File: config.mk
export PLATFORM = sky130hd
export DESIGN_NAME = blit_rect_clip
export DESIGN_NICKNAME = d
export VERILOG_FILES = /design/src/sv/brc_pkg.sv /design/src/sv/brc_cfg_regs.sv /design/src/sv/brc_clip.sv /design/src/sv/blit_rect_clip.sv
export VERILOG_INCLUDE_DIRS = /design/src /design/src/sv
export SDC_FILE = /design/constraint.sdc
export NUM_CORES = 1
export LEC_CHECK = 0
export ABC_CLOCK_PERIOD_IN_PS = 27100
export BUFFER_PORTS_ARGS = -buffer_cell sky130_fd_sc_hd__buf_2
export CORE_ASPECT_RATIO = 1.1
export CORE_MARGIN = 3
export CORE_UTILIZATION = 55
export DETAILED_ROUTE_END_ITERATION = 8
export GPL_ROUTABILITY_DRIVEN = 1
export PLACE_DENSITY = 0.73
export SETUP_SLACK_MARGIN = 0.15
export SKIP_LAST_GASP = 1
export SYNTH_ARGS = -nofsm -noshare
export SYNTH_HDL_FRONTEND = slang
export SYNTH_HIERARCHICAL = 1
export SYNTH_SLANG_ARGS = --single-unit
File: constraint.sdc
create_clock -name clk -period 27.1 [get_ports clk]
set_input_delay 8.13 -clock clk [delete_from_list [all_inputs] [get_ports clk]]
set_output_delay 8.13 -clock clk [all_outputs]
set_load 0.1 [all_outputs]
File: src/sv/blit_rect_clip_defines.svh
// Assertion macros for the blit rectangle clipper.
`ifndef BLIT_RECT_CLIP_DEFINES_SVH
`define BLIT_RECT_CLIP_DEFINES_SVH
`ifndef NO_ASSERTIONS
// Check that a condition implies another in the same cycle
`define BRC_ASSERT_IMP(lbl, ante, cons, msg) \
	lbl: assert property (@(posedge clk) disable iff (!arst_n) (ante) |-> (cons)) \
		else $error(msg);
// Check that a condition implies another in the next cycle
`define BRC_ASSERT_NXT(lbl, ante, cons, msg) \
	lbl: assert property (@(posedge clk) disable iff (!arst_n) (ante) |=> (cons)) \
		else $error(msg);
`else
`define BRC_ASSERT_IMP(lbl, ante, cons, msg)
`define BRC_ASSERT_NXT(lbl, ante, cons, msg)
`endif
`endif

File: src/sv/brc_pkg.sv
// Shared types and constants of the blit rectangle clipper.
package brc_pkg;

	// configuration port geometry
	localparam int CFG_IDX_W  = 3;
	localparam int CFG_DATA_W = 16;

	// register indexes
	localparam logic [CFG_IDX_W-1:0] REG_SRC_WIDTH    = 3'd0;
	localparam logic [CFG_IDX_W-1:0] REG_SRC_HEIGHT   = 3'd1;
	localparam logic [CFG_IDX_W-1:0] REG_DST_WIDTH    = 3'd2;
	localparam logic [CFG_IDX_W-1:0] REG_DST_HEIGHT   = 3'd3;
	localparam logic [CFG_IDX_W-1:0] REG_SRC_PITCH    = 3'd4;
	localparam logic [CFG_IDX_W-1:0] REG_DST_PITCH    = 3'd5;
	localparam logic [CFG_IDX_W-1:0] REG_SAME_SURFACE = 3'd6;

	// field widths
	localparam int REQ_W   = 15;
	localparam int DIM_W   = 13;
	localparam int PITCH_W = 16;
	localparam int POS_W   = 12;
	localparam int SIZE_W  = 13;

	// working width of the clip arithmetic: holds every trimmed origin and sum
	localparam int CALC_W = 18;

	typedef logic signed [CALC_W-1:0] calc_t;

	typedef struct packed {
		logic [DIM_W-1:0]   src_width;
		logic [DIM_W-1:0]   src_height;
		logic [DIM_W-1:0]   dst_width;
		logic [DIM_W-1:0]   dst_height;
		logic [PITCH_W-1:0] src_pitch;
		logic [PITCH_W-1:0] dst_pitch;
		logic               same_surface;
	} cfg_t;

	typedef struct packed {
		logic signed [REQ_W-1:0] src_x;
		logic signed [REQ_W-1:0] src_y;
		logic signed [REQ_W-1:0] dst_x;
		logic signed [REQ_W-1:0] dst_y;
		logic signed [REQ_W-1:0] width;
		logic signed [REQ_W-1:0] height;
	} req_t;

	typedef struct packed {
		logic              copy_valid;
		logic [POS_W-1:0]  src_x;
		logic [POS_W-1:0]  src_y;
		logic [POS_W-1:0]  dst_x;
		logic [POS_W-1:0]  dst_y;
		logic [SIZE_W-1:0] width;
		logic [SIZE_W-1:0] height;
		logic              overlap;
		logic              bottom_up;
	} res_t;

endpackage

File: src/sv/brc_cfg_regs.sv
// Configuration register file of the blit rectangle clipper.
module brc_cfg_regs
	import brc_pkg::*;
(
	input  logic                  clk,
	input  logic                  arst_n,
	input  logic                  cfg_we,
	input  logic [CFG_IDX_W-1:0]  cfg_index,
	input  logic [CFG_DATA_W-1:0] cfg_data,
	output cfg_t                  cfg
);

	cfg_t cfg_q;

	// take a register write; unknown indexes are dropped
	always_ff @(posedge clk or negedge arst_n) begin
		if (!arst_n) begin
			cfg_q <= '0;
		end else if (cfg_we) begin
			unique case (cfg_index)
				REG_SRC_WIDTH:    cfg_q.src_width    <= cfg_data[DIM_W-1:0];
				REG_SRC_HEIGHT:   cfg_q.src_height   <= cfg_data[DIM_W-1:0];
				REG_DST_WIDTH:    cfg_q.dst_width    <= cfg_data[DIM_W-1:0];
				REG_DST_HEIGHT:   cfg_q.dst_height   <= cfg_data[DIM_W-1:0];
				REG_SRC_PITCH:    cfg_q.src_pitch    <= cfg_data[PITCH_W-1:0];
				REG_DST_PITCH:    cfg_q.dst_pitch    <= cfg_data[PITCH_W-1:0];
				REG_SAME_SURFACE: cfg_q.same_surface <= cfg_data[0];
				default: ;
			endcase
		end
	end

	assign cfg = cfg_q;

endmodule

File: src/sv/brc_clip.sv
// Combinational clip of one blit command against both surfaces.
module brc_clip
	import brc_pkg::*;
#(
	parameter int MAX_DIM = 4096
) (
	input  cfg_t cfg,
	input  req_t req,
	output res_t res
);

	localparam calc_t MAX_C = calc_t'(MAX_DIM);

	// clamp a surface dimension to the largest supported size
	function automatic calc_t limit_dim(input logic [DIM_W-1:0] v);
		calc_t d;
		d = calc_t'({{(CALC_W-DIM_W){1'b0}}, v});
		return (d > MAX_C) ? MAX_C : d;
	endfunction

	// widen a request field, keeping its sign
	function automatic calc_t sext(input logic signed [REQ_W-1:0] v);
		return {{(CALC_W-REQ_W){v[REQ_W-1]}}, v};
	endfunction

	always_comb begin
		calc_t sw, sh, dw, dh;
		calc_t sx, sy, dx, dy, w, h;
		logic  reject, ovl;

		sw = limit_dim(cfg.src_width);
		sh = limit_dim(cfg.src_height);
		dw = limit_dim(cfg.dst_width);
		dh = limit_dim(cfg.dst_height);

		sx = sext(req.src_x);
		sy = sext(req.src_y);
		dx = sext(req.dst_x);
		dy = sext(req.dst_y);
		w  = sext(req.width);
		h  = sext(req.height);

		reject = (cfg.src_pitch == '0) || (cfg.dst_pitch == '0)
		      || (w <= 0) || (h <= 0);

		// trim negative source origin, then negative destination origin
		if (sx < 0) begin
			dx = dx - sx;
			w  = w + sx;
			sx = '0;
		end
		if (sy < 0) begin
			dy = dy - sy;
			h  = h + sy;
			sy = '0;
		end
		if (dx < 0) begin
			sx = sx - dx;
			w  = w + dx;
			dx = '0;
		end
		if (dy < 0) begin
			sy = sy - dy;
			h  = h + dy;
			dy = '0;
		end

		// reject empty rectangles and origins off their surface
		reject = reject || (w <= 0) || (h <= 0)
		      || (sx >= sw) || (sy >= sh) || (dx >= dw) || (dy >= dh);

		// clamp size to the source, then to the destination
		if (sx + w > sw) w = sw - sx;
		if (sy + h > sh) h = sh - sy;
		if (dx + w > dw) w = dw - dx;
		if (dy + h > dh) h = dh - dy;
		reject = reject || (w <= 0) || (h <= 0);

		ovl = cfg.same_surface
		   && !((dx + w <= sx) || (sx + w <= dx) || (dy + h <= sy) || (sy + h <= dy));

		// a rejected command gives an all-zero result
		res = '0;
		if (!reject) begin
			res.copy_valid = 1'b1;
			res.src_x      = sx[POS_W-1:0];
			res.src_y      = sy[POS_W-1:0];
			res.dst_x      = dx[POS_W-1:0];
			res.dst_y      = dy[POS_W-1:0];
			res.width      = w[SIZE_W-1:0];
			res.height     = h[SIZE_W-1:0];
			res.overlap    = ovl;
			res.bottom_up  = ovl && (dy > sy);
		end
	end

endmodule

File: src/sv/blit_rect_clip.sv
// Top level of the blit rectangle clipper: input register, clip, result register.
//
//  channel  handshake             payload
//  -------  --------------------  ---------------------------------------------
//  in       in_valid / in_ready   req_src_x/y, req_dst_x/y, req_width/height
//  out      out_valid / out_ready copy_valid, clip_*, areas_overlap, rows_bottom_up
//  cfg      cfg_we                cfg_index, cfg_data
//
// One command per cycle is sustained while out_ready is held high. A command is
// captured in the input register, clipped, and its result captured in the result
// register; the two registers bracket the single clip stage. Reset clears both
// stage valid flags and the configuration registers; the command and result
// registers are not reset and are only read behind their valid flags.
// A stall on the output holds the result register, and the input register
// fills behind it before in_ready drops.
`include "blit_rect_clip_defines.svh"
module blit_rect_clip
	import brc_pkg::*;
#(
	parameter int MAX_DIM = 4096
) (
	input  logic                    clk,
	input  logic                    arst_n,
	input  logic                    cfg_we,
	input  logic [CFG_IDX_W-1:0]    cfg_index,
	input  logic [CFG_DATA_W-1:0]   cfg_data,
	input  logic                    in_valid,
	output logic                    in_ready,
	input  logic signed [REQ_W-1:0] req_src_x,
	input  logic signed [REQ_W-1:0] req_src_y,
	input  logic signed [REQ_W-1:0] req_dst_x,
	input  logic signed [REQ_W-1:0] req_dst_y,
	input  logic signed [REQ_W-1:0] req_width,
	input  logic signed [REQ_W-1:0] req_height,
	output logic                    out_valid,
	input  logic                    out_ready,
	output logic                    copy_valid,
	output logic [POS_W-1:0]        clip_src_x,
	output logic [POS_W-1:0]        clip_src_y,
	output logic [POS_W-1:0]        clip_dst_x,
	output logic [POS_W-1:0]        clip_dst_y,
	output logic [SIZE_W-1:0]       clip_width,
	output logic [SIZE_W-1:0]       clip_height,
	output logic                    areas_overlap,
	output logic                    rows_bottom_up
);

	cfg_t cfg;
	req_t req_s1;
	res_t res_s2;
	res_t clip_res;
	logic valid_s1;
	logic valid_s2;
	logic adv_s1;
	logic adv_s2;

	brc_cfg_regs u_cfg (
		.clk       (clk),
		.arst_n    (arst_n),
		.cfg_we    (cfg_we),
		.cfg_index (cfg_index),
		.cfg_data  (cfg_data),
		.cfg       (cfg)
	);

	brc_clip #(
		.MAX_DIM (MAX_DIM)
	) u_clip (
		.cfg (cfg),
		.req (req_s1),
		.res (clip_res)
	);

	// advance each stage when it is empty or the stage after it takes its contents
	assign adv_s2   = !valid_s2 || out_ready;
	assign adv_s1   = !valid_s1 || adv_s2;
	assign in_ready = adv_s1;

	always_ff @(posedge clk or negedge arst_n) begin
		if (!arst_n) begin
			valid_s1 <= 1'b0;
			valid_s2 <= 1'b0;
		end else begin
			if (adv_s1) valid_s1 <= in_valid;
			if (adv_s2) valid_s2 <= valid_s1;
		end
	end

	// capture the command on transfer, the result when it moves on
	always_ff @(posedge clk) begin
		if (in_valid && adv_s1) begin
			req_s1 <= '{src_x: req_src_x, src_y: req_src_y,
			            dst_x: req_dst_x, dst_y: req_dst_y,
			            width: req_width, height: req_height};
		end
		if (valid_s1 && adv_s2) res_s2 <= clip_res;
	end

	assign out_valid      = valid_s2;
	assign copy_valid     = res_s2.copy_valid;
	assign clip_src_x     = res_s2.src_x;
	assign clip_src_y     = res_s2.src_y;
	assign clip_dst_x     = res_s2.dst_x;
	assign clip_dst_y     = res_s2.dst_y;
	assign clip_width     = res_s2.width;
	assign clip_height    = res_s2.height;
	assign areas_overlap  = res_s2.overlap;
	assign rows_bottom_up = res_s2.bottom_up;

	`BRC_ASSERT_NXT(a_in_lands, in_valid && in_ready, valid_s1, "accepted command lost")
	`BRC_ASSERT_IMP(a_reject_zero, out_valid && !copy_valid,
		clip_width == '0 && clip_height == '0 && !areas_overlap,
		"rejected result not cleared")
	`BRC_ASSERT_IMP(a_valid_size, out_valid && copy_valid,
		clip_width != '0 && clip_height != '0, "valid copy with empty size")
	`BRC_ASSERT_IMP(a_bup_ovl, out_valid && rows_bottom_up,
		areas_overlap && copy_valid, "bottom-up without overlap")

endmodule
# Word-level counts from Yosys, hierarchy flattened
# Index checks and enable logic that the tools add are counted.
# word_totals
in_bits	114
register_bits	254
output_inout_bits	79
elab_cells	131
# classes
muxes	21
n_reduce_logical	33
order_cmp	27
addsub	20
n_eq_ne	6
# ops
cell	count
two-way mux 18 bit	16
adder 18 bit	10
subtractor 18 bit	6
> comparator 18 bit	5
two-way mux 77 bit	1
greater-or-equal comparator 18 bit	4
less-or-equal comparator 18 x 1 -> 1 bit, second input constant	4
less-or-equal comparator 18 bit	4
> comparator 13 bit, second input constant	4
two-way mux 13 bit	4
less-than comparator 18 x 1 -> 1 bit, second input constant	2
adder 15 x 15 -> 16 bit	2
zero test 16 bit	2
subtractor 15 x 15 -> 16 bit	2
less-or-equal comparator 15 x 1 -> 1 bit, second input constant	2
less-than comparator 15 x 1 -> 1 bit, second input constant	2
logical OR 1 bit	16
AND reduction 2 bit	7
equality test 3 bit, second input constant	3
equality test 3 x 2 -> 1 bit, second input constant	2
logical AND 1 bit	4
equality test 3 x 1 -> 1 bit, second input constant	1
zero test 1 bit	3
zero test 3 bit	1

# Longest topological paths before layout
# logic_depth
word_depth	19
ltp_mapped	95
ltp_nobuf	94

# Modules after synthesis
# Netlist, hierarchy kept.
# by_module_without_submodules
mod	area_each_um2	instances	cells_each	seq_area_each_um2
brc_clip	21553.2	1	3083	0.0
blit_rect_clip	5118.7	1	175	5064.9
brc_cfg_regs	3288.2	1	184	2127.0

# Least setup slack after synthesis
# No wires, ideal clock.
# synth_path
kind	register -> register
from	register req_s1[74] in the netlist's numbering
to	register res_s2, in the netlist areas_overlap, data pin
setup_ns	0.264
period_less_slack_ns	16.828
stages_incl_launch_ff	86
setup_slack_ns	10.272
required_time_ns	26.836
arrival_ns	16.564
n_path_buf	9
cell_sequence	edfxtp_1 clkbuf_1 clkbuf_1 buf_1 clkbuf_1 clkbuf_1 nor2_1 fa_1 a21o_1 a21oi_1 o21bai_1 a2111oi_0 a21o_1 xor2_1 nor2_1 a21oi_1 inv_1 ha_1 [... 50 more ...] a21boi_0 o21ai_0 a21boi_0 o21ai_0 a21boi_0 o21ai_0 a21boi_0 nor2_1 ha_1 a21o_1 a21oi_1 o21ai_0 a21oi_1 o21ai_0 a221o_1 o211ai_1 nor2_1 nor4b_1
# synth_via
elab_chain_cells	16
elab_cells_between_ends	39
classes_between	add/sub: 10; order compare: 10; mux: 8; reduce/logical: 11
# synth_lines
item	line	text
start: declaration	blit_rect_clip.sv:49	req_t req_s1;
start signal: assignment	blit_rect_clip.sv:92	req_s1 <= '{src_x: req_src_x, src_y: req_src_y,
subtractor 15 x 15 -> 16 bit, or another cell as far along	brc_clip.sv:53	dy = dy - sy;
two-way mux 18 bit	brc_clip.sv:52	if (sy < 0) begin
subtractor 18 bit, or another cell as far along	brc_clip.sv:63	sy = sy - dy;
two-way mux 18 bit	brc_clip.sv:62	if (dy < 0) begin
adder 18 bit	brc_clip.sv:74	if (sy + h > sh) h = sh - sy;
> comparator 18 bit	brc_clip.sv:74	
two-way mux 18 bit	brc_clip.sv:74	
adder 18 bit	brc_clip.sv:76	if (dy + h > dh) h = dh - dy;
> comparator 18 bit	brc_clip.sv:76	
two-way mux 18 bit	brc_clip.sv:76	
adder 18 bit	brc_clip.sv:80	&& !((dx + w <= sx) || (sx + w <= dx) || (dy + h <= sy) || (sy + h <= dy));
less-or-equal comparator 18 bit	brc_clip.sv:80	
logical OR 1 bit (2 in series)	brc_clip.sv:80	
zero test 1 bit	brc_clip.sv:80	
logical AND 1 bit	brc_clip.sv:80	
end signal: assignment	blit_rect_clip.sv:96	if (valid_s1 && adv_s2) res_s2 <= clip_res;
end: declaration	blit_rect_clip.sv:50	res_t res_s2;
# Several ways; a longest one is shown, not always the timed one.
# A chain may end at the register's enable or synchronous reset.

# Worst setup path after layout
# Ends and elaborated chain as after synthesis.

==> key figures <==
Final layout
  – Layout Nets: 4182
  – Final Non-Filler Cells: 4371
  – Share of cells above drive strength 1: 0.143
  – Area Overhead vs Synth: 8.85%
  – ANT cells: 0
  – Area of the multi-input gates: 21100 um^2
  – FILL cells: 4794
  – FF/Latch Area: 7190 um^2

Timing
  – Tcrit/Tclk final: 0.717
  – Highest clock rate: 51.4 MHz
  – Slew @ Worst Pin: 1.41 ns
  – Post-route setup TNS: 0 ns
  – Final slew viol count: 0
  – # setup viols final: 0
  – Fin. Hold Viols: 0
  – Final Critical Period: 19.44 ns
  – Max-slew headroom: 0.0622
  – RSZ-0062 raised after global routing: false
  – Setup Skew: 0.0291 ns

Clocking
  – Max Root-Sink Buffers: 3
  – CTS Buf Count: 28
  – CTS Hold Bufs: 0
  – Htree depth: 1
  – CTS root buffer: clkbuf_16
  – Sink Count: 254
  – Setup Fix Bufs, Post-CTS: 0
  – CTS tree: yes
  – Reg clk slew, reported paths: 0.07 ns
  – Post-CTS sizing: 0
  – Clock Latency Late Sink: 0.59 ns

Yosys
  – Main area contributors after synthesis: ha_1 (18%), edfxtp_1 (17%), dfrtp_1 (7.3%)
  – Flops & latches, synth: 254
  – Async set-or-reset flop fraction in the synthesized netlist: 0.343
  – Top-area cell type share of the netlist area: 0.178
  – Cells after Synth: 3442
  – Post-synth EDFFs: 167
  – Leading area contributor after synthesis: ha_1
  – Syn_area_per_cell: 8.70 um^2
  – Main synth FF type: edfxtp_1
  – Synth warnings: 6
  – Post-synth cell types: 118
  – Seq/Total Area, Yosys: 0.240
  – Mapped Area: 30000 um^2

Worst hold path
  – Worst min path class: register to register
  – WHS Path Cells: 1
  – Start point of the worst hold path: u_cfg/cfg[83]
  – Hold Path End: u_cfg/cfg[83]

Drt
  – Routed wire length: 95.7 mm
  – Residual DRC count: 0
  – Routed vias/inst: 6.17
  – First DRT Iteration DRCs: 2384
  – Avg WL per Cell: 21.9 um
  – Pre-antenna DRT Iters: 5
  – Post-route ant nets: 0
  – Via Count: 27000

Die
  – Num rows: 89
  – Die Ht: 251 um
  – IO Pins: 193
  – Initial core utilization: 0.557
  – Core ar.: 53800 um^2
  – Die W: 229 um
  – Die area: 57300 um^2

Pwr
  – Cell Pwr Density: 142 nW/um^2
  – Logic pwr share: 0.815
  – Net Sw Power: 2400 uW
  – Pleak: 0.0152 uW
  – Sequential share of power: 0.106
  – Cell Int Power: 2230 uW
  – Clock share of power: 0.080
  – Maximum VDD drop: 0.0000808 V
  – Net Sw Frac: 0.518

Global route
  – Vias in the first global route: 25600
  – Most Crowded Layer GR: met2
  – Largest net degree at the start of global routing: 78
  – Grt met1 use: 0.389
  – GRT overflow: 0
  – First-pass GRT wire length: 144 mm
  – Met2 Track Usage GR: 0.543
  – Total GRT Usage: 0.321
  – Met3 GRT Util: 0.0398
  – Antenna violations before repair: 0

Worst setup path
  – CP max-delay cell: mux2i_1
  – Crit-path max FO: 57
  – Setup crit end kind: register
  – Crit path kind: register to register
  – Crit path arrival time: 19.72 ns
  – Startpoint types: register
  – CP bufs+invs: 12
  – Worst setup startpoint: req_s1[74]
  – Critical path's top delay family: compound AO/OA/AOI/OAI gates
  – Reg2reg path depth: 80
  – Largest stage delay, worst path: 0.92 ns
  – Reg-to-reg critical path startpoint: req_s1[74]
  – Critical Path Stages: 80
  – CP most frequent cell: o21ai_0
  – R2R Path End: areas_overlap
  – FF-to-FF setup slack: 7.66 ns
  – CP Data Required Time: 27.39 ns

Placed design
  – DP Cell Count: 4319
  – Placed wire-length estimate: 79.4 mm
  – Routability cong.: 1.10
  – Port bufs: 192

Status
  – Outcome: finished, final reports clean

Run
  – Max cap viols: 0
worst max path at each step:
stage | slack [ns] | endpoint
after floorplan | 10.27 | areas_overlap
after global placement | 8.02 | areas_overlap
after detailed placement | 8.07 | areas_overlap
after CTS | 7.96 | areas_overlap
after global routing | 6.00 | rows_bottom_up
final | 7.66 | areas_overlap
kinds of logic (layout without fill, tap and decap cells):
family,after synthesis,in the layout,share of synthesized area
xor gates and xnor gates,218,218,0.0649
buffers and inverters,426,621,0.0575
DFF,254,254,0.240
other,2,8,0.000251
adders and majority gates,452,452,0.193
muxes,178,178,0.0665
and+or+nand+nor,982,982,0.173
AOI/OAI and AO/OA,930,930,0.204
registers in the layout, indices dropped and copies added, names as in the netlist:
register / cells
clip_height: 13
rows_bottom_up: 1
areas_overlap: 1
req_s1: 90
clip_src_x: 12
clip_width: 13
clip_dst_x: 12
clip_dst_y: 12
copy_valid: 1
clip_src_y: 12
out_valid: 1
valid_s1: 1
u_cfg/cfg: 85
metal layers:
metal  vias to the layer above  part of all wire
li1                      12900                 -
met1                     12600              0.40
met2                      1120              0.46
met3                       285             0.068
met4                         0             0.076
met5                         -                 0
metrics by stage:
stage / util / hold slack, ns / power [uW] / area [um^2] / setup slack [ns]
final: 0.606 / 0.503 / 4630 / 32600 / 7.66
after global routing: 0.606 / 0.518 / 5060 / 32600 / 6.00
after CTS: 0.606 / 0.502 / 4550 / 32600 / 7.96
after detailed placement: 0.589 / 0.488 / 4150 / 31700 / 8.07
after global placement: 0.589 / 0.484 / 4130 / 31700 / 8.02
after floorplan: - / 0.473 / 3310 / 30000 / 10.27
power by group through the flow:
stage	registers (uW)	logic (uW)	clock network [uW]
5_1_grt	495	4170	392
4_1_cts	490	3680	378
6_report	490	3770	369
2_1_floorplan	539	2770	0
3_3_place_gp	496	3640	0
3_5_place_dp	497	3650	0
Yosys cell counts, drive strengths merged, types with 20 or more instances:
cell type	count
mux2	135
ha	427
o211ai	20
nand4	44
edfxtp	167
mux2i	43
nor3	108
a21o	103
nor2	230
o21a	59
inv	347
buf	37
o21bai	41
xnor2	158
o31ai	22
a21boi	21
nor4	34
a31oi	28
nand2	271
dfrtp	87
o21ai	190
a21oi	269
nor3b	31
clkbuf	40
fa	20
nor2b	46
nand2b	46
or3	22
nand3	56
xor2	58
a211oi	32
placed cells by master (no fill, tap or decap), drive strengths merged, types with 12 or more instances in the layout:
cell type	synthesis	layout
or2	14	14
ha	427	427
a21oi	269	269
nand3	56	56
a31oi	28	28
mux2i	43	43
or4	13	13
a21boi	21	21
o31ai	22	22
nor2b	46	46
a211oi	32	32
nor3	108	108
buf	37	220
and2	13	13
and3	15	15
o21ai	190	190
clkbuf	40	31
clkinv	2	17
xnor2	158	158
xor2	58	58
nor4	34	34
mux2	135	135
edfxtp	167	167
fa	20	20
inv	347	351
o31a	12	12
or3	22	22
nand2	271	271
dfrtp	87	87
nor3b	31	31
nand4	44	44
nor2	230	230
o21bai	41	41
a21o	103	103
o211ai	20	20
o21a	59	59
nand2b	46	46
a2111oi	14	14
cell type report:
class / count / share of cell area
well taps: 728 / 0.0279
clock buffers: 31 / 0.0224
multi-input cells: 2768 / 0.647
clock inverters: 21 / 0.00537
flip-flops and latches: 254 / 0.221
inverters: 349 / 0.0406
repair buffers: 220 / 0.0360
(Power assumes the default switching activity.)
